[config.mk]
export PLATFORM = sky130hd
export DESIGN_NAME = pq_parity_erasure_rebuild
export DESIGN_NICKNAME = d
export VERILOG_FILES = /design/src/hw/rtl/pper_pkg.sv /design/src/hw/rtl/pper_syndrome.sv /design/src/hw/rtl/pper_solve.sv /design/src/hw/rtl/pq_parity_erasure_rebuild.sv
export SDC_FILE = /design/constraint.sdc
export NUM_CORES = 1
export LEC_CHECK = 0
export ABC_AREA = 1
export BUFFER_PORTS_ARGS = -buffer_cell sky130_fd_sc_hd__buf_2
export CAP_MARGIN = 5
export CELL_PAD_IN_SITES_DETAIL_PLACEMENT = 1
export CELL_PAD_IN_SITES_GLOBAL_PLACEMENT = 1
export CORE_AREA = 3 3 223 181
export CTS_CLUSTER_SIZE = 10
export DETAILED_ROUTE_END_ITERATION = 10
export DIE_AREA = 0 0 226 184
export GPL_TIMING_DRIVEN = 0
export PLACE_DENSITY_LB_ADDON = 0.1
export SYNTH_ARGS = -nofsm -noshare
export SYNTH_HDL_FRONTEND = slang
export SYNTH_SLANG_ARGS = --single-unit
[constraint.sdc]
create_clock -name i_clk -period 8.9 [get_ports i_clk]
set_input_delay 0 -clock i_clk [delete_from_list [all_inputs] [get_ports i_clk]]
set_output_delay 0 -clock i_clk [all_outputs]
set_load 0.02 [all_outputs]
[src/hw/rtl/pper_pkg.sv]
`default_nettype none

package pper_pkg;

    // data drive byte lanes carried on the input stream, ahead of the p and q parity lanes
    localparam int INPUT_DRIVES     = 6;
    localparam int DEF_DATA_DRIVES  = 6;

    localparam int BYTE_W           = 8;
    localparam int IDX_W            = 3;
    localparam int IN_TDATA_W       = (INPUT_DRIVES + 2) * BYTE_W;
    localparam int OUT_TDATA_W      = 24;
    localparam int CFG_IDX_W        = 2;
    localparam int CFG_DATA_W       = INPUT_DRIVES;

    localparam logic [7:0] GF_LOW_POLY = 8'h1D;
    localparam logic [7:0] GF_TOP_BIT  = 8'h80;

    typedef enum logic [2:0] {
        ST_NONE    = 3'd0,
        ST_VIA_P   = 3'd1,
        ST_VIA_Q   = 3'd2,
        ST_TWO     = 3'd3,
        ST_UNRECOV = 3'd4
    } t_status;

    typedef enum logic [CFG_IDX_W-1:0] {
        CFG_LOST_MASK = 2'd0,
        CFG_P_PRESENT = 2'd1,
        CFG_Q_PRESENT = 2'd2
    } t_cfg_idx;

    typedef struct packed {
        logic [INPUT_DRIVES-1:0] lost_mask;
        logic                    p_present;
        logic                    q_present;
    } t_cfg;

    // syndrome stage result, ready for the final multiply
    typedef struct packed {
        logic [IDX_W-1:0]  idx1;
        logic [IDX_W-1:0]  idx2;
        t_status           status;
        logic [BYTE_W-1:0] a;
        logic [BYTE_W-1:0] op;
        logic [BYTE_W-1:0] k;
        logic              last;
    } t_syn;

    typedef struct packed {
        logic [IDX_W-1:0]  idx1;
        logic [BYTE_W-1:0] byte1;
        logic [IDX_W-1:0]  idx2;
        logic [BYTE_W-1:0] byte2;
        t_status           status;
        logic              last;
    } t_res;

    typedef logic [7:0][BYTE_W-1:0] t_inv_tab;

    // gf(2^8) multiply, polynomial 0x11d
    function automatic logic [7:0] gf_mul(input logic [7:0] x, input logic [7:0] y);
        logic [7:0] acc;
        logic [7:0] xs;
        acc = '0;
        xs  = x;
        for (int k = 0; k < 8; k++) begin
            if (y[k]) begin
                acc = acc ^ xs;
            end
            if ((xs & GF_TOP_BIT) != 8'h00) begin
                xs = (xs << 1) ^ GF_LOW_POLY;
            end else begin
                xs = xs << 1;
            end
        end
        return acc;
    endfunction

    // inverses of the small coefficients 0..7, zero maps to zero
    function automatic t_inv_tab gf_inv_build();
        t_inv_tab tab;
        tab = '0;
        for (int c = 1; c < 8; c++) begin
            for (int i = 1; i < 256; i++) begin
                if (gf_mul(8'(c), 8'(i)) == 8'h01) begin
                    tab[c] = 8'(i);
                end
            end
        end
        return tab;
    endfunction

    localparam t_inv_tab GF_INV_TAB = gf_inv_build();

endpackage

`default_nettype wire

[src/hw/rtl/pper_syndrome.sv]
`default_nettype none

module pper_syndrome import pper_pkg::*; #(
    parameter int DATA_DRIVES = DEF_DATA_DRIVES
) (
    input  wire logic [IN_TDATA_W-1:0] i_data,
    input  wire logic                  i_last,
    input  wire t_cfg                  i_cfg,
    output t_syn                       o_syn
);

    localparam int ACTIVE = (DATA_DRIVES < INPUT_DRIVES) ? DATA_DRIVES : INPUT_DRIVES;

    logic [BYTE_W-1:0] w_sum_p;
    logic [BYTE_W-1:0] w_sum_q;
    logic [BYTE_W-1:0] w_a;
    logic [BYTE_W-1:0] w_b;
    logic [1:0]        w_cnt;
    logic              w_have1;
    logic              w_have2;
    logic [IDX_W-1:0]  w_idx1;
    logic [IDX_W-1:0]  w_idx2;
    logic [IDX_W-1:0]  w_c1;
    logic [IDX_W-1:0]  w_c2;
    t_status           w_status;

    // fold present drives into p and q, find the two lowest lost drives
    always_comb begin
        w_sum_p = '0;
        w_sum_q = '0;
        w_cnt   = '0;
        w_have1 = 1'b0;
        w_have2 = 1'b0;
        w_idx1  = '0;
        w_idx2  = '0;
        for (int j = 0; j < ACTIVE; j++) begin
            if (i_cfg.lost_mask[j]) begin
                if (w_cnt != 2'd3) begin
                    w_cnt = w_cnt + 2'd1;
                end
                if (!w_have1) begin
                    w_idx1  = IDX_W'(j);
                    w_have1 = 1'b1;
                end else if (!w_have2) begin
                    w_idx2  = IDX_W'(j);
                    w_have2 = 1'b1;
                end
            end else begin
                w_sum_p = w_sum_p ^ i_data[j*BYTE_W +: BYTE_W];
                w_sum_q = w_sum_q ^ gf_mul(8'(j + 1), i_data[j*BYTE_W +: BYTE_W]);
            end
        end
    end

    assign w_a  = i_data[INPUT_DRIVES*BYTE_W +: BYTE_W] ^ w_sum_p;
    assign w_b  = i_data[(INPUT_DRIVES+1)*BYTE_W +: BYTE_W] ^ w_sum_q;
    assign w_c1 = w_idx1 + 3'd1;
    assign w_c2 = w_idx2 + 3'd1;

    always_comb begin
        if (w_cnt == 2'd0) begin
            w_status = ST_NONE;
        end else if (w_cnt == 2'd1 && i_cfg.p_present) begin
            w_status = ST_VIA_P;
        end else if (w_cnt == 2'd1 && i_cfg.q_present) begin
            w_status = ST_VIA_Q;
        end else if (w_cnt == 2'd2 && i_cfg.p_present && i_cfg.q_present) begin
            w_status = ST_TWO;
        end else begin
            w_status = ST_UNRECOV;
        end
    end

    // operands for the shared multiply in the solve stage
    always_comb begin
        o_syn.idx1   = w_idx1;
        o_syn.idx2   = w_idx2;
        o_syn.status = w_status;
        o_syn.a      = w_a;
        o_syn.last   = i_last;
        case (w_status)
            ST_VIA_Q: begin
                o_syn.k  = GF_INV_TAB[w_c1];
                o_syn.op = w_b;
            end
            ST_TWO: begin
                o_syn.k  = GF_INV_TAB[w_c1 ^ w_c2];
                o_syn.op = w_b ^ gf_mul({5'b0, w_c2}, w_a);
            end
            default: begin
                o_syn.k  = '0;
                o_syn.op = '0;
            end
        endcase
    end

endmodule

`default_nettype wire

[src/hw/rtl/pper_solve.sv]
`default_nettype none

module pper_solve import pper_pkg::*; (
    input  wire t_syn i_syn,
    output t_res      o_res
);

    logic [BYTE_W-1:0] w_prod;

    assign w_prod = gf_mul(i_syn.k, i_syn.op);

    always_comb begin
        o_res.idx1   = i_syn.idx1;
        o_res.idx2   = i_syn.idx2;
        o_res.status = i_syn.status;
        o_res.last   = i_syn.last;
        case (i_syn.status)
            ST_VIA_P: begin
                o_res.byte1 = i_syn.a;
                o_res.byte2 = '0;
            end
            ST_VIA_Q: begin
                o_res.byte1 = w_prod;
                o_res.byte2 = '0;
            end
            ST_TWO: begin
                // higher drive falls out of p once the lower one is known
                o_res.byte1 = w_prod;
                o_res.byte2 = i_syn.a ^ w_prod;
            end
            default: begin
                o_res.byte1 = '0;
                o_res.byte2 = '0;
            end
        endcase
    end

endmodule

`default_nettype wire

[src/hw/rtl/pq_parity_erasure_rebuild.sv]
// an accepted item enters the input register, then moves to the syndrome register
// and from there its result goes into the output register
// throughput: one item per cycle through input, syndrome and result registers while
// the output is free; a stalled output holds its item while the two earlier stages
// keep filling. reset (synchronous, active low) empties all stages, clears the lost
// mask and marks both parity drives present
`default_nettype none

module pq_parity_erasure_rebuild import pper_pkg::*; #(
    parameter int DATA_DRIVES = DEF_DATA_DRIVES
) (
    input  wire logic                   i_clk,
    input  wire logic                   i_rst_n,
    // configuration writes
    input  wire logic                   i_cfg_wr_en,
    input  wire logic [CFG_IDX_W-1:0]   i_cfg_index,
    input  wire logic [CFG_DATA_W-1:0]  i_cfg_wdata,
    // input stream
    input  wire logic                   i_s_tvalid,
    output logic                        o_s_tready,
    // data_byte_0..data_byte_5, parity_p_byte, parity_q_byte
    input  wire logic [IN_TDATA_W-1:0]  i_s_tdata,
    input  wire logic                   i_s_tlast,   // end_of_block
    // result stream
    output logic                        o_m_tvalid,
    input  wire logic                   i_m_tready,
    // first_lost_index, first_lost_byte, second_lost_index, second_lost_byte, zero pad
    output logic [OUT_TDATA_W-1:0]      o_m_tdata,
    output logic [2:0]                  o_m_tuser,   // rebuild_status
    output logic                        o_m_tlast    // end_of_block_out
);

    // configuration registers
    t_cfg r_cfg;

    always_ff @(posedge i_clk) begin
        if (!i_rst_n) begin
            r_cfg.lost_mask <= '0;
            r_cfg.p_present <= 1'b1;
            r_cfg.q_present <= 1'b1;
        end else if (i_cfg_wr_en) begin
            case (i_cfg_index)
                CFG_LOST_MASK: r_cfg.lost_mask <= i_cfg_wdata;
                CFG_P_PRESENT: r_cfg.p_present <= i_cfg_wdata[0];
                CFG_Q_PRESENT: r_cfg.q_present <= i_cfg_wdata[0];
                default: ;  // unmapped index, write dropped
            endcase
        end
    end

    // stage valids and ready chain, each stage moves when the next one frees up
    logic                  r_s1_v;
    logic                  r_s2_v;
    logic                  r_out_v;
    logic                  w_out_free;
    logic                  w_s2_free;
    logic                  w_s1_free;

    logic [IN_TDATA_W-1:0] r_s1_data;
    logic                  r_s1_last;
    t_syn                  w_syn;
    t_syn                  r_s2;
    t_res                  w_res;
    t_res                  r_out;

    assign w_out_free = !r_out_v || i_m_tready;
    assign w_s2_free  = !r_s2_v || w_out_free;
    assign w_s1_free  = !r_s1_v || w_s2_free;
    assign o_s_tready = w_s1_free;

    always_ff @(posedge i_clk) begin
        if (!i_rst_n) begin
            r_s1_v  <= 1'b0;
            r_s2_v  <= 1'b0;
            r_out_v <= 1'b0;
        end else begin
            if (w_s1_free) begin
                r_s1_v <= i_s_tvalid;
            end
            if (w_s2_free) begin
                r_s2_v <= r_s1_v;
            end
            if (w_out_free) begin
                r_out_v <= r_s2_v;
            end
        end
    end

    // payload registers, loaded only when an item moves in
    always_ff @(posedge i_clk) begin
        if (w_s1_free && i_s_tvalid) begin
            r_s1_data <= i_s_tdata;
            r_s1_last <= i_s_tlast;
        end
        if (w_s2_free && r_s1_v) begin
            r_s2 <= w_syn;
        end
        if (w_out_free && r_s2_v) begin
            r_out <= w_res;
        end
    end

    // p/q syndromes, lost drive search and multiply operands
    pper_syndrome #(
        .DATA_DRIVES (DATA_DRIVES)
    ) u_syndrome (
        .i_data (r_s1_data),
        .i_last (r_s1_last),
        .i_cfg  (r_cfg),
        .o_syn  (w_syn)
    );

    // single gf multiply and byte selection
    pper_solve u_solve (
        .i_syn (r_s2),
        .o_res (w_res)
    );

    assign o_m_tvalid = r_out_v;
    assign o_m_tdata  = {2'b00, r_out.byte2, r_out.idx2, r_out.byte1, r_out.idx1};
    assign o_m_tuser  = r_out.status;
    assign o_m_tlast  = r_out.last;

    // two rebuilt drives always come out in ascending order
    a_two_order: assert property (@(posedge i_clk) disable iff (!i_rst_n)
        (r_out_v && r_out.status == ST_TWO) |-> (r_out.idx2 > r_out.idx1))
        else $error("two-drive result with indices out of order");

    // nothing lost means an all-zero result
    a_none_clean: assert property (@(posedge i_clk) disable iff (!i_rst_n)
        (r_out_v && r_out.status == ST_NONE) |->
        (r_out.idx1 == '0 && r_out.idx2 == '0 && r_out.byte1 == '0 && r_out.byte2 == '0))
        else $error("no-loss result carries nonzero fields");

    // single-drive rebuild leaves the second slot empty
    a_single_slot: assert property (@(posedge i_clk) disable iff (!i_rst_n)
        (r_out_v && (r_out.status == ST_VIA_P || r_out.status == ST_VIA_Q)) |->
        (r_out.idx2 == '0 && r_out.byte2 == '0))
        else $error("single-drive result fills the second slot");

    // unrecoverable items carry no rebuilt bytes
    a_unrecov_zero: assert property (@(posedge i_clk) disable iff (!i_rst_n)
        (r_out_v && r_out.status == ST_UNRECOV) |->
        (r_out.byte1 == '0 && r_out.byte2 == '0))
        else $error("unrecoverable result carries rebuilt bytes");

    // input only stalls when every stage holds an item
    a_full_stall: assert property (@(posedge i_clk) disable iff (!i_rst_n)
        !o_s_tready |-> (r_s1_v && r_s2_v && r_out_v))
        else $error("input stalled with a free stage");

endmodule

`default_nettype wire

=== Word level (Yosys, flattened, before mapping) ===
Memories as Yosys holds them, arrays and structs flattened.
Cells that the tools add are included.

* Add/sub/neg operators: 7
* $lt $le $gt $ge: 2
* Equal/unequal tests: 14
* Muxes and demuxes: 285
* Bitwise operators: 120
* Reductions and logical operators: 19

{| class="wikitable"
|+ Operators with widths
! kind !! count
|-
| $mux 8 || 175
|-
| $xor 8x8->8 || 70
|-
| $mux 5 || 49
|-
| $not 4->4 || 49
|-
| $mux 3 || 28
|-
| $pmux 16 s2 || 1
|-
| $mux 2 || 12
|-
| $mux 1 || 19
|-
| $pmux 8 s2 || 1
|-
| $eq 3x2->1 const B || 4
|-
| $add 2x1->2 const B || 5
|-
| $ne 2x2->1 const B || 5
|-
| $lt 3x4->1 const B || 2
|-
| $logic_and 1x1->1 || 7
|-
| $add 3x1->3 const B || 2
|-
| $reduce_and 2->1 || 3
|-
| $eq 2x1->1 const B || 2
|-
| $eq 2x2->1 const B || 2
|-
| $logic_not 2->1 || 2
|-
| $eq 3x1->1 const B || 1
|-
| $logic_not 1->1 || 3
|-
| $logic_or 1x1->1 || 3
|-
| $xor 3x3->3 || 1
|-
| $reduce_or 2->1 || 1
|}

* Bits in registers: 136
* ROM bits: 128
* Bits of input ports: 78
* Output and inout port bits: 30
* Logic and storage cells: 470
* Memories kept: 2

{| class="wikitable"
|+ Memories
! name !! words !! bits a word !! read ports !! clocked after Yosys merged registers in !! wr ports !! RTL line !! text
|-
| (name not given) || 8 || 8 || 1 || 0 || 0 || pper_syndrome.sv:83 || <nowiki>o_syn.k = GF_INV_TAB[w_c1];</nowiki>
|-
| (name not given) || 8 || 8 || 1 || 0 || 0 || pper_syndrome.sv:87 || <nowiki>o_syn.k = GF_INV_TAB[w_c1 ^ w_c2];</nowiki>
|}

=== Depth between registers and ports, before layout ===
Gate-level depths: netlist of run 1.

* Depth in word-level cells: 48
* Depth in mapped cells: 24
* Gate-level depth less buffers: 23

=== Hierarchy ===
A second synthesis of run 1 with hierarchy kept.

* Cells, all modules: 1,545
* Area total of the unflattened synthesis: 10,497.6 um2

{| class="wikitable"
|+ By module, submodules not included
! module !! times used !! cells each !! area an instance (um2) !! sequential area each (um2)
|-
| pq_parity_erasure_rebuild || 1 || 200 || 4,275.4 || 3,973.8
|-
| pper_syndrome || 1 || 923 || 4,151.5 || 0.0
|-
| pper_solve || 1 || 422 || 2,070.7 || 0.0
|}

=== Least setup slack after synthesis of run 1 ===
OpenSTA, ideal clock, no wires.

* Path type: register -> register
* Start: reg r_cfg[2] (netlist bit)
* End: reg r_s2[11] (netlist bit) (data pin)
* Setup time: 0.253 ns
* Arrival time: 2.673 ns
* Data required time: 8.647 ns
* Setup slack: 5.974 ns
* Stages on the path, launching flop included: 22
* Buffers on the path: 1
* Clock period less this slack: 2.926 ns
* Cells stage by stage: dfxtp_1 > inv_2 > ha_1 > nand2_1 > o21ai_1 > nand4_1 > nand2_1 > nand2_2 > nand2_2 > ha_1 > clkbuf_1 > inv_1 > a21oi_1 > inv_1 > nand2_1 > nand2_1 > inv_1 > nand3_1 > nand2_1 > nand2_1 > nand3_1 > nand2_1

{| class="wikitable"
|+ RTL lines
! item !! RTL line !! text
|-
| start: declaration || pq_parity_erasure_rebuild.sv:34 || <nowiki>t_cfg r_cfg;</nowiki>
|-
| end signal: assignment || pq_parity_erasure_rebuild.sv:96 || <nowiki>r_s2 <= w_syn;</nowiki>
|-
| end: declaration || pq_parity_erasure_rebuild.sv:62 || <nowiki>t_syn r_s2;</nowiki>
|}

==> impl_metrics.tcl, run 1 <==
set metrics [dict create \
    arrival_ns 4.43 \
    ys_seq_elements 136 \
    clockRootBuffer "clkbuf_16" \
    die_w_um 226 \
    dieArea_um2 41600 \
    rsz0062_at_grt "false" \
    final_area_um2 12000 \
    synthCells 1285 \
    syn_area_um2 9510 \
    insertion_delay_ns 0.45 \
    peakVddDrop_uv 88.2 \
    fmax_ghz 0.236 \
    drt_iter0_drc 365 \
    drc_errors 0 \
    cap_violations 0 \
    holdCritPathClass "in -> reg" \
    diodes 0 \
    drt_wl_total_um 32400 \
    cp.required_ns 9.10 \
    ctsHoldBuffers 78 \
    cts_made_buffers 17 \
    use_met2_pct 24.9 \
    power.total_mw 2.10 \
    first_global_vias 8930 \
    ys_types 41 \
    worstReg2RegStart "r_cfg[3]$_SDFFE_PN0P_" \
    fp.dieH_um 184 \
    post_cts_buffers 0 \
    holdWs_ns 0.0489 \
    critPathMaxFanout 11 \
    dp.cells 1887 \
    synth_ff_type "edfxtp_1" \
    viasPerCell 4.35 \
    place_area_um2 10700 \
    gr-usage-met3_pct 2.60 \
    power.leakage_nw 5.86 \
    core-area_um2 38200 \
    grt_usage_pct 16.2 \
    initial_core_util_pct 24.9 \
    syn2layout_area_growth_pct 26.7 \
    antenna_found_initial 0 \
    final.setup.tns_ns 0 \
    hold_violations 0 \
    vias 8696 \
    htreeDepth 4 \
    fin_crit_sh_pct 47.6 \
    maxSlewViolCount 0 \
    clk_pin_slew_ns 0.06 \
    clock-sinks 136 \
    drtPass1Iterations 4 \
    path_class "reg -> reg" \
    nets 1577 \
    hpwlAfterDp_um 25500 \
    busiest_layer "met2" \
    routedWlPerCell_um 16.2 \
    yosysWarnings 0 \
    cts_resized 0 \
    synth_area_per_cell_um2 7.40 \
    gr-total-overflow 0 \
    grt_max_degree 66 \
    ys_seq_area_share_pct 41.8 \
    p_per_area_nw_per_um2 174 \
    portBuffers 105 \
    ios 108 \
    hp-start "i_cfg_index[1]" \
    fillers 4632 \
    clockBufferDepth 2 \
    outcome "finished clean" \
    critical_path.startpoint "r_cfg[3]$_SDFFE_PN0P_" \
    use_met1_pct 23.9 \
    gp_congestion 0.814 \
    cts_tree "yes" \
    drive_gt1_share_pct 14.4 \
    synth_edf_count 125 \
    finalSetupViolCount 0 \
    end_kind "flop" \
    async_flop_share_pct 0 \
    grt_pass1_wl_um 50900 \
    start_kind "flop" \
    final_cells 1997 \
    min_period_ns 4.24 \
    ant_nets 0 \
    max_slew.worst_pin.slew_ns 0.875 \
    finalClockSkew_ns 0.0158 \
    rows 64 \
    max-slew-margin-rel_pct 41.7 \
]
## sequential cells by signal, summed over array words and instances (netlist names)
| signal | cells |
|---|---|
| o_m_tdata | 22 |
| o_m_tlast | 1 |
| o_m_tuser | 3 |
| o_m_tvalid | 1 |
| r_cfg | 8 |
| r_s1_data | 64 |
| r_s1_last | 1 |
| r_s1_v | 1 |
| r_s2 | 34 |
| r_s2_v | 1 |
## where the power goes
part	total (mW)	leakage (nW)	internal, mW	switching, mW
combinational	0.608	4.28	0.212	0.396
sequential	0.774	1.30	0.744	0.0305
clock	0.715	0.276	0.415	0.300
total	2.10	5.86	1.37	0.727
## cell families after synthesis
| logic type | after synthesis | share of synthesized area, % |
|---|---|---|
| AOI/OAI and AO/OA | 89 | 5.51 |
| xor gates and xnor gates | 110 | 10.2 |
| adders and majority gates | 10 | 1.32 |
| buffers and inverters | 207 | 9.05 |
| DFF | 136 | 41.8 |
| other | 1 | 0.0394 |
| and+or+nand+nor | 732 | 32.1 |
## layer usage
metal / share of wire (%) / wire [µm] / up-vias
met5: 0 / 0 / -
met4: 1.1 / 347 / 0
met3: 2.6 / 845 / 16
met2: 43 / 13900 / 102
met1: 53 / 17300 / 4111
li1: - / - / 4467
## path summary, 6_finish.rpt
kind | slack, ns | endpoint | depth (start not counted)
worst max-delay path | 4.66 | r_s2[11]$_DFFE_PP_ | 21
worst min-delay path | 0.05 | r_cfg[2]$_SDFFE_PN0P_ | 5
worst max register to register | 4.66 | r_s2[11]$_DFFE_PP_ | 21
worst min register to register | 0.42 | o_m_tdata[1]$_DFFE_PP_ | 0
## cell usage in the layout, fill, tap and decap left out, types with 3 or more instances in the layout
master / count
a21oi_1: 23
buf_2: 111
buf_4: 5
buf_6: 7
clkbuf_1: 6
clkbuf_16: 17
clkinv_4: 3
dfxtp_1: 11
dlygate4sd3_1: 78
edfxtp_1: 125
ha_1: 10
inv_1: 161
inv_2: 21
inv_4: 3
inv_6: 4
nand2_1: 479
nand2_2: 18
nand3_1: 108
nand3b_1: 8
nand4_1: 10
nor2_1: 83
nor2_2: 8
nor3_1: 4
o21ai_0: 22
o21ai_1: 15
o21bai_1: 3
o22ai_1: 13
or2_1: 5
or2_2: 6
xnor2_1: 45
xor2_1: 64
## cells in the mapped netlist, drive strengths merged, types with 2 or more instances
master | instances | area (µm²)
nand3b | 8 | 60.1
a21oi | 26 | 138
nand4 | 11 | 75.1
nor3 | 4 | 20.0
xor2 | 65 | 577
inv | 185 | 699
o31ai | 2 | 15.0
nor2 | 91 | 362
o211ai | 2 | 20.0
xnor2 | 45 | 394
edfxtp | 125 | 3750
buf | 18 | 146
ha | 10 | 125
o21bai | 3 | 22.5
o21ai | 37 | 185
nand3 | 108 | 541
o22ai | 14 | 93.8
dfxtp | 11 | 220
nand2 | 497 | 1910
a21o | 2 | 15.0
clkbuf | 4 | 15.0
or2 | 12 | 75.1
## critical path, cell delays in order, from the launching register on
cell	delay (ns)
dfxtp_1	0.72
inv_2	0.31
ha_1	0.36
nand2_1	0.13
o21ai_1	0.09
nand4_1	0.08
nand2_1	0.08
nand2_2	0.10
nand2_2	0.22
ha_1	0.36
clkbuf_1	0.41
inv_1	0.26
a21oi_1	0.22
inv_1	0.08
nand2_1	0.07
nand2_1	0.08
inv_1	0.09
nand3_1	0.10
nand2_1	0.07
nand2_1	0.04
nand3_1	0.06
nand2_1	0.05
## layout make-up
cell class	instances	area (µm²)	share of cell area, %
Multi-Input combinational cell	943	4690	38.9
Sequential cell	136	3970	33.0
Timing Repair Buffer	184	1330	11.0
Inverter	185	702	5.83
Tap cell	495	619	5.14
Clock buffer	19	433	3.59
Buffer	22	161	1.34
Clock inverter	13	145	1.20
## stage by stage
| stage | setup WS, ns | util (%) |
|---|---|---|
| 4_1_cts | 4.70 | 31.5 |
| 5_1_grt | 4.28 | 31.5 |
| 6_report | 4.66 | 31.5 |
| 3_3_place_gp | 4.73 | 27.9 |
| 3_5_place_dp | 4.73 | 28.0 |
| 2_1_floorplan | 5.97 | - |
No activity file was read; power rests on OpenSTA's default activity.
==> inputs of run 2 (changes only) <==
Settings changed: ABC_AREA 1 to 0, CORE_AREA 3 3 223 181 to 3 3 217 176, DIE_AREA 0 0 226 184 to 0 0 220 179.
Clock period 8.9 ns to 4.3 ns, I/O delays scaled along.
==> impl_metrics.tcl, run 2 <==
set metrics [dict create \
    use_met1_pct 23.3 \
    cp_slowest_stage_delay_ns 0.47 \
    end_kind "flop" \
    holdCritPathClass "in -> reg" \
    grt_max_degree 27 \
    regMostFlops "r_s1_data" \
    drc_errors 0 \
    path_class "reg -> reg" \
    hold_violations 0 \
    use_met2_pct 21.6 \
    power.total_mw 4.94 \
    critPathBufInv 3 \
    gp_congestion 0.771 \
    yosysWarnings 0 \
    crit_family "simple AND/OR/NAND/NOR gates" \
    drtPass1Iterations 4 \
    rr_endpoint "r_s2[5]$_DFFE_PP_" \
    power.leakage_nw 4.43 \
    cp.required_ns 4.44 \
    cap_violations 0 \
    diodes 0 \
    largest_reg_flops 64 \
    dieArea_um2 39400 \
    vias 6422 \
    insertion_delay_ns 0.44 \
    endpoint "r_s2[5]$_DFFE_PP_" \
    start_kind "flop" \
    worstReg2RegStart "r_cfg[3]$_SDFFE_PN0P_" \
    synth_area_per_cell_um2 11.2 \
    core-area_um2 36000 \
    yosys-top-cells-area "edfxtp_1, xnor2_1, xnor3_1" \
    viasPerCell 4.28 \
    async_flop_share_pct 0 \
    clockBufferDepth 2 \
    sw_frac_of_total_pct 32.9 \
    drt_wl_total_um 28100 \
    portBuffers 105 \
    clk_pin_slew_ns 0.06 \
    finalClockSkew_ns 0.0107 \
    final_cell_mix "xnor2_1, edfxtp_1, buf_2, nand2_1, dlygate4sd3_1" \
    antenna_found_initial 0 \
    peakVddDrop_uv 216 \
    grt_usage_pct 15.0 \
    maxSlewViolCount 0 \
    clockRootBuffer "clkbuf_16" \
    nets 1096 \
    rsz0062_at_grt "false" \
    power_frac_seq_pct 33.4 \
    power.share.clock_pct 30.3 \
    synth_most_common_cell "xnor2_1" \
    initial_core_util_pct 25.0 \
    ant_nets 0 \
    synth_common_cells "xnor2_1, edfxtp_1, nand2_1" \
    synth_top_area_share_pct 41.7 \
    min_period_ns 4.06 \
    ys_seq_area_share_pct 44.1 \
    gr-total-overflow 0 \
    final_util_pct 32.3 \
    yosysTopAreaCell "edfxtp_1" \
    rr_worst_depth 14 \
    max-slew-margin-rel_pct 17.0 \
    final_area_um2 11600 \
    slowest_stage "dfxtp_2" \
    p_sw_mw 1.62 \
    grt_pass1_wl_um 43300 \
    p_int_mw 3.31 \
    outcome "finished clean" \
    ys_types 73 \
    cts_made_buffers 17 \
    critical_path.startpoint "r_cfg[3]$_SDFFE_PN0P_" \
    place_area_um2 10200 \
    syn_area_um2 9000 \
    holdWs_ns 0.0510 \
    fin_crit_sh_pct 94.3 \
    first_global_vias 6903 \
    htreeDepth 4 \
    clock-sinks 136 \
    fmax_ghz 0.247 \
    cts_tree "yes" \
    rows 62 \
    arrival_ns 4.19 \
    crit_cells 14 \
    drive_gt1_share_pct 20.6 \
    gr-usage-met3_pct 2.66 \
    synth_edf_count 125 \
    p_per_area_nw_per_um2 425 \
    rrSetupSlack_ns 0.24 \
    synth_ff_type "edfxtp_1" \
    crit_chain "buf_6 -> inv_1 -> ha_1 -> and4bb_4 -> or3_1 -> a22oi_2 -> nor2_4 -> inv_1 -> ha_1 -> xor2_2 -> xnor2_1 -> nand2b_1 -> a32oi_1 -> o221ai_1" \
    final_cells 1501 \
    routedWlPerCell_um 18.7 \
    comb_power_share_pct 36.2 \
    critPathMaxFanout 10 \
    hpwlAfterDp_um 21000 \
    max_slew.worst_pin.slew_ns 1.24 \
    die_w_um 220 \
    synthCells 801 \
    ios 108 \
    syn2layout_area_growth_pct 29.1 \
    drt_iter0_drc 334 \
    ys_seq_elements 136 \
    fp.dieH_um 179 \
    finalSetupViolCount 0 \
    busiest_layer "met1" \
    layout_commonest_cell "xnor2_1" \
    dp.cells 1390 \
]
run 2: cell count changes in the layout (fill, tap and decap cells not counted), sizes merged, moves of 13 or more:
| cell | delta |
|---|---|
| xnor3 | +24 |
| mux2i | +13 |
| nor2 | -28 |
| xnor2 | +126 |
| nor2b | +54 |
| buf | +13 |
| inv | -166 |
| nand3 | -104 |
| o21ai | -16 |
| xor2 | -29 |
| nand2 | -412 |
run 2: layout make-up:
cell class	count	area [µm²]
tap	480	601
multi-input combinational	608	4760
clock buffer	17	425
buffer	42	254
sequential	136	3980
inverter	16	60.1
fill	4041	24400
timing repair buffer	187	1370
clock inverter	15	166
run 2: power groups by stage:
stage	Clock, mW	Sequential (mW)	Combinational (mW)
6_report	1.50	1.65	1.79
5_1_grt	1.60	1.66	1.98
4_1_cts	1.54	1.65	1.82
3_5_place_dp	0	1.68	1.76
3_3_place_gp	0	1.69	1.73
2_1_floorplan	0	1.66	1.32
run 2: kinds of logic after synthesis:
family	synth area share [%]
other cells	0.0417
mux	1.71
xor+xnor	27.0
simple gates	14.6
buf+inv	3.42
compound gates	7.65
flops	44.1
fa+ha+maj	1.50
run 2: worst register-to-register path: stages (launching register included):
cell and delay (ns):
dfxtp_2 0.47, buf_6 0.26, inv_1 0.11, ha_1 0.33, and4bb_4 0.29, or3_1 0.38, a22oi_2 0.24, nor2_4 0.09
inv_1 0.19, ha_1 0.24, xor2_2 0.27, xnor2_1 0.21, nand2b_1 0.25, a32oi_1 0.27, o221ai_1 0.17
run 2: layer usage:
layer	wire, µm	vias to the layer above
met5	0	-
met4	238	0
met3	899	16
met2	11400	103
met1	15500	3154
li1	-	3149
run 2: worst min-delay path by stage:
| stage | from | cells past startpoint | end | slack, ns |
|---|---|---|---|---|
| final | i_m_tready | 3 | o_m_tvalid$_SDFFE_PN0P_ | 0.05 |
| after CTS | i_m_tready | 3 | o_m_tvalid$_SDFFE_PN0P_ | 0.02 |
| after global placement | i_s_tdata[36] | 1 | r_s1_data[36]$_DFFE_PP_ | 0.18 |
| after detailed placement | i_s_tdata[36] | 1 | r_s1_data[36]$_DFFE_PP_ | 0.18 |
| after floorplan | i_s_tdata[0] | 0 | r_s1_data[0]$_DFFE_PP_ | 0.1 |
| after global routing | i_m_tready | 3 | o_m_tvalid$_SDFFE_PN0P_ | 0.07 |
run 2: metrics by stage:
stage / setup slack (ns) / TNS [ns]
6_report: 0.244 / 0
3_5_place_dp: -0.246 / -1.83
5_1_grt: 0.0334 / 0
3_3_place_gp: -0.680 / -25.92
2_1_floorplan: 0.723 / 0
4_1_cts: 0.0516 / 0
run 2: what timing repair did:
item,4_1_cts,5_1_grt
pin swaps,0,1
hold buffers,77,0
hold endpoints to repair,74,0
gates cloned,0,0
gates resized for setup,3,3
buffers inserted,0,2
endpoints found under the setup margin,14,8
==> inputs of run 3 (changes only) <==
Settings changed: CORE_AREA 3 3 217 176 to 3 3 217 177, DIE_AREA 0 0 220 179 to 0 0 220 180, SYNTH_HIERARCHICAL from default to 1.
==> impl_metrics.tcl, run 3 <==
set metrics [dict create \
    outcome "finished clean" \
    insertion_delay_ns 0.43 \
    grt_max_degree 30 \
    power.share.clock_pct 31.6 \
    cp.required_ns 4.47 \
    drive_gt1_share_pct 20.5 \
    dieArea_um2 39600 \
    clockRootBuffer "clkbuf_16" \
    rr_endpoint "r_s2[5]$_DFFE_PP_" \
    portBuffers 104 \
    clk_pin_slew_ns 0.06 \
    final.setup.tns_ns 0 \
    arrival_ns 4.11 \
    yosys-top-cells-area "edfxtp_1, xnor2_1, xnor3_1" \
    fmax_ghz 0.254 \
    p_int_mw 3.32 \
    drc_errors 0 \
    finalSetupViolCount 0 \
    endpoint "r_s2[5]$_DFFE_PP_" \
    fp.dieH_um 180 \
    p_sw_mw 1.51 \
    synth_area_per_cell_um2 11.0 \
    holdCritPathClass "in -> reg" \
    ys_types 69 \
    htreeDepth 4 \
    routedWlPerCell_um 17.9 \
    crit_cells 13 \
    initial_core_util_pct 24.7 \
    largest_reg_flops 64 \
    regMostFlops "r_s1_data" \
    hpwlAfterDp_um 20600 \
    synth_common_cells "xnor2_1, edfxtp_1, nand2_1" \
    rr_worst_depth 13 \
    path_class "reg -> reg" \
    grt_pass1_wl_um 42300 \
    ant_nets 0 \
    gr-total-overflow 0 \
    antenna_found_initial 0 \
    power.total_mw 4.82 \
    die_w_um 220 \
    maxSlewViolCount 0 \
    ys_seq_area_share_pct 43.9 \
    rsz0062_at_grt "false" \
    slowest_stage "xnor2_1" \
    fillers 4090 \
    yosysTopAreaCell "edfxtp_1" \
    async_flop_share_pct 0 \
    finalClockSkew_ns 0.00854 \
    nets 1125 \
    cap_violations 0 \
    cts_tree "yes" \
    rrSetupSlack_ns 0.36 \
    viasPerCell 4.18 \
    max_slew.worst_pin.slew_ns 0.887 \
    drt_wl_total_um 27500 \
    synth_edf_count 125 \
    yosysWarnings 6 \
    synth_ff_type "edfxtp_1" \
    critical_path.startpoint "r_cfg[3]$_SDFFE_PN0P_" \
    drt_iter0_drc 289 \
    ios 108 \
    syn_area_um2 9050 \
    power_frac_seq_pct 33.9 \
    ys_seq_elements 136 \
    p_per_area_nw_per_um2 409 \
    syn2layout_area_growth_pct 30.3 \
    layout_commonest_cell "xnor2_1" \
    synthCells 820 \
    drtPass1Iterations 4 \
    core-area_um2 36600 \
    crit_chain "buf_2 -> inv_1 -> ha_1 -> o21bai_1 -> o311ai_1 -> a21oi_1 -> a2bb2oi_4 -> ha_1 -> xnor2_2 -> xnor2_1 -> a21oi_1 -> a22oi_1 -> o211ai_1" \
    critPathMaxFanout 11 \
    first_global_vias 6738 \
    start_kind "flop" \
    grt_usage_pct 14.4 \
    final_cell_mix "xnor2_1, edfxtp_1, buf_2, nand2_1, dlygate4sd3_1" \
    peakVddDrop_uv 209 \
    sw_frac_of_total_pct 31.2 \
    comb_power_share_pct 34.5 \
    gp_congestion 0.772 \
    critPathBufInv 2 \
    fin_crit_sh_pct 91.7 \
    max-slew-margin-rel_pct 40.8 \
    clockBufferDepth 2 \
    vias 6429 \
    crit_family "compound AO/OA/AOI/OAI gates" \
    hold_violations 0 \
    worstReg2RegStart "r_cfg[3]$_SDFFE_PN0P_" \
    clock-sinks 136 \
    min_period_ns 3.94 \
    power.leakage_nw 4.50 \
    cts_made_buffers 17 \
    synth_top_area_share_pct 41.5 \
    rows 63 \
    cp_slowest_stage_delay_ns 0.44 \
    end_kind "flop" \
    synth_most_common_cell "xnor2_1" \
]
## run 3: cell count changes in the layout (fill, tap and decap cells not counted), sizes merged, moves of 5 or more
cell and change:
dlygate4sd3 +14, nand2 +13, nand2b +8, o22ai +9
or2 +5, xnor3 -5
## run 3: final cells by class
type                            instances  area, µm²  area share (%)
Timing Repair Buffer                  198       1490            12.7
Clock buffer                           17        425            3.61
Tap cell                              487        609            5.17
Sequential cell                       136       3980            33.7
Antenna cell                            1       2.50          0.0212
Buffer                                 46        285            2.42
Clock inverter                         14        174            1.48
Multi-Input combinational cell        617       4740            40.3
Inverter                               21       78.8           0.669
## run 3: cells by family after synthesis
logic type	Yosys count	share of synthesized area, %
other	1	0.0414
xor gates and xnor gates	229	27.2
adders and majority gates	11	1.49
and+or+nand+nor	268	14.6
buffers and inverters	68	4.07
muxes	15	1.73
DFF	136	43.9
AOI/OAI and AO/OA	92	6.87
## run 3: worst min-delay path by stage
| stage | startpoint | endpoint | slack (ns) | depth (start not counted) |
|---|---|---|---|---|
| CTS | i_rst_n | r_s2_v$_SDFFE_PN0P_ | 0.06 | 3 |
| global route | i_rst_n | r_s2_v$_SDFFE_PN0P_ | 0.06 | 3 |
| finish | i_rst_n | r_s2_v$_SDFFE_PN0P_ | 0.08 | 3 |
| global placement | i_s_tdata[20] | r_s1_data[20]$_DFFE_PP_ | 0.18 | 1 |
| detailed placement | i_s_tdata[3] | r_s1_data[3]$_DFFE_PP_ | 0.18 | 1 |
| floorplan | i_s_tdata[0] | r_s1_data[0]$_DFFE_PP_ | 0.1 | 0 |
## run 3: layer usage
layer	up-vias	wire length (µm)	track usage [%]
met5	-	0	0
met4	0	238	3.09
met3	13	1130	2.86
met2	124	11400	20.8
met1	3106	14700	22.0
li1	3186	-	-
## run 3: worst register-to-register path, cell delays in order, from the launching register on
cell,delay [ns]
dfxtp_2,0.41
buf_2,0.26
inv_1,0.11
ha_1,0.36
o21bai_1,0.22
o311ai_1,0.15
a21oi_1,0.27
a2bb2oi_4,0.38
ha_1,0.35
xnor2_2,0.22
xnor2_1,0.44
a21oi_1,0.21
a22oi_1,0.19
o211ai_1,0.11
## run 3: what timing repair did
item,CTS,global route
gates resized for setup,0,3
endpoints found under the setup margin,0,12
hold endpoints to repair,75,0
hold buffers,91,0
setup buffers,0,0
## run 3: per-stage QoR
step	cells	hold slack [ns]	util (%)	setup WS, ns	instance area, µm²
global route	1536	0.0602	32.2	0.0360	11800
detailed placement	1415	0.178	28.1	0.0791	10300
global placement	1412	0.176	27.8	-1.75	10200
finish	1537	0.0775	32.2	0.357	11800
floorplan	821	0.0989	-	0.000678	9050
CTS	1537	0.0593	32.2	0.0640	11800
## run 3: power by group through the flow
stage                     clock network (mW)  registers [mW]  logic (mW)
after floorplan                            0            1.65        1.23
after global placement                     0            1.68        1.60
after detailed placement                   0            1.67        1.62
after CTS                               1.59            1.64        1.69
after global routing                    1.64            1.65        1.82
final                                   1.52            1.64        1.66
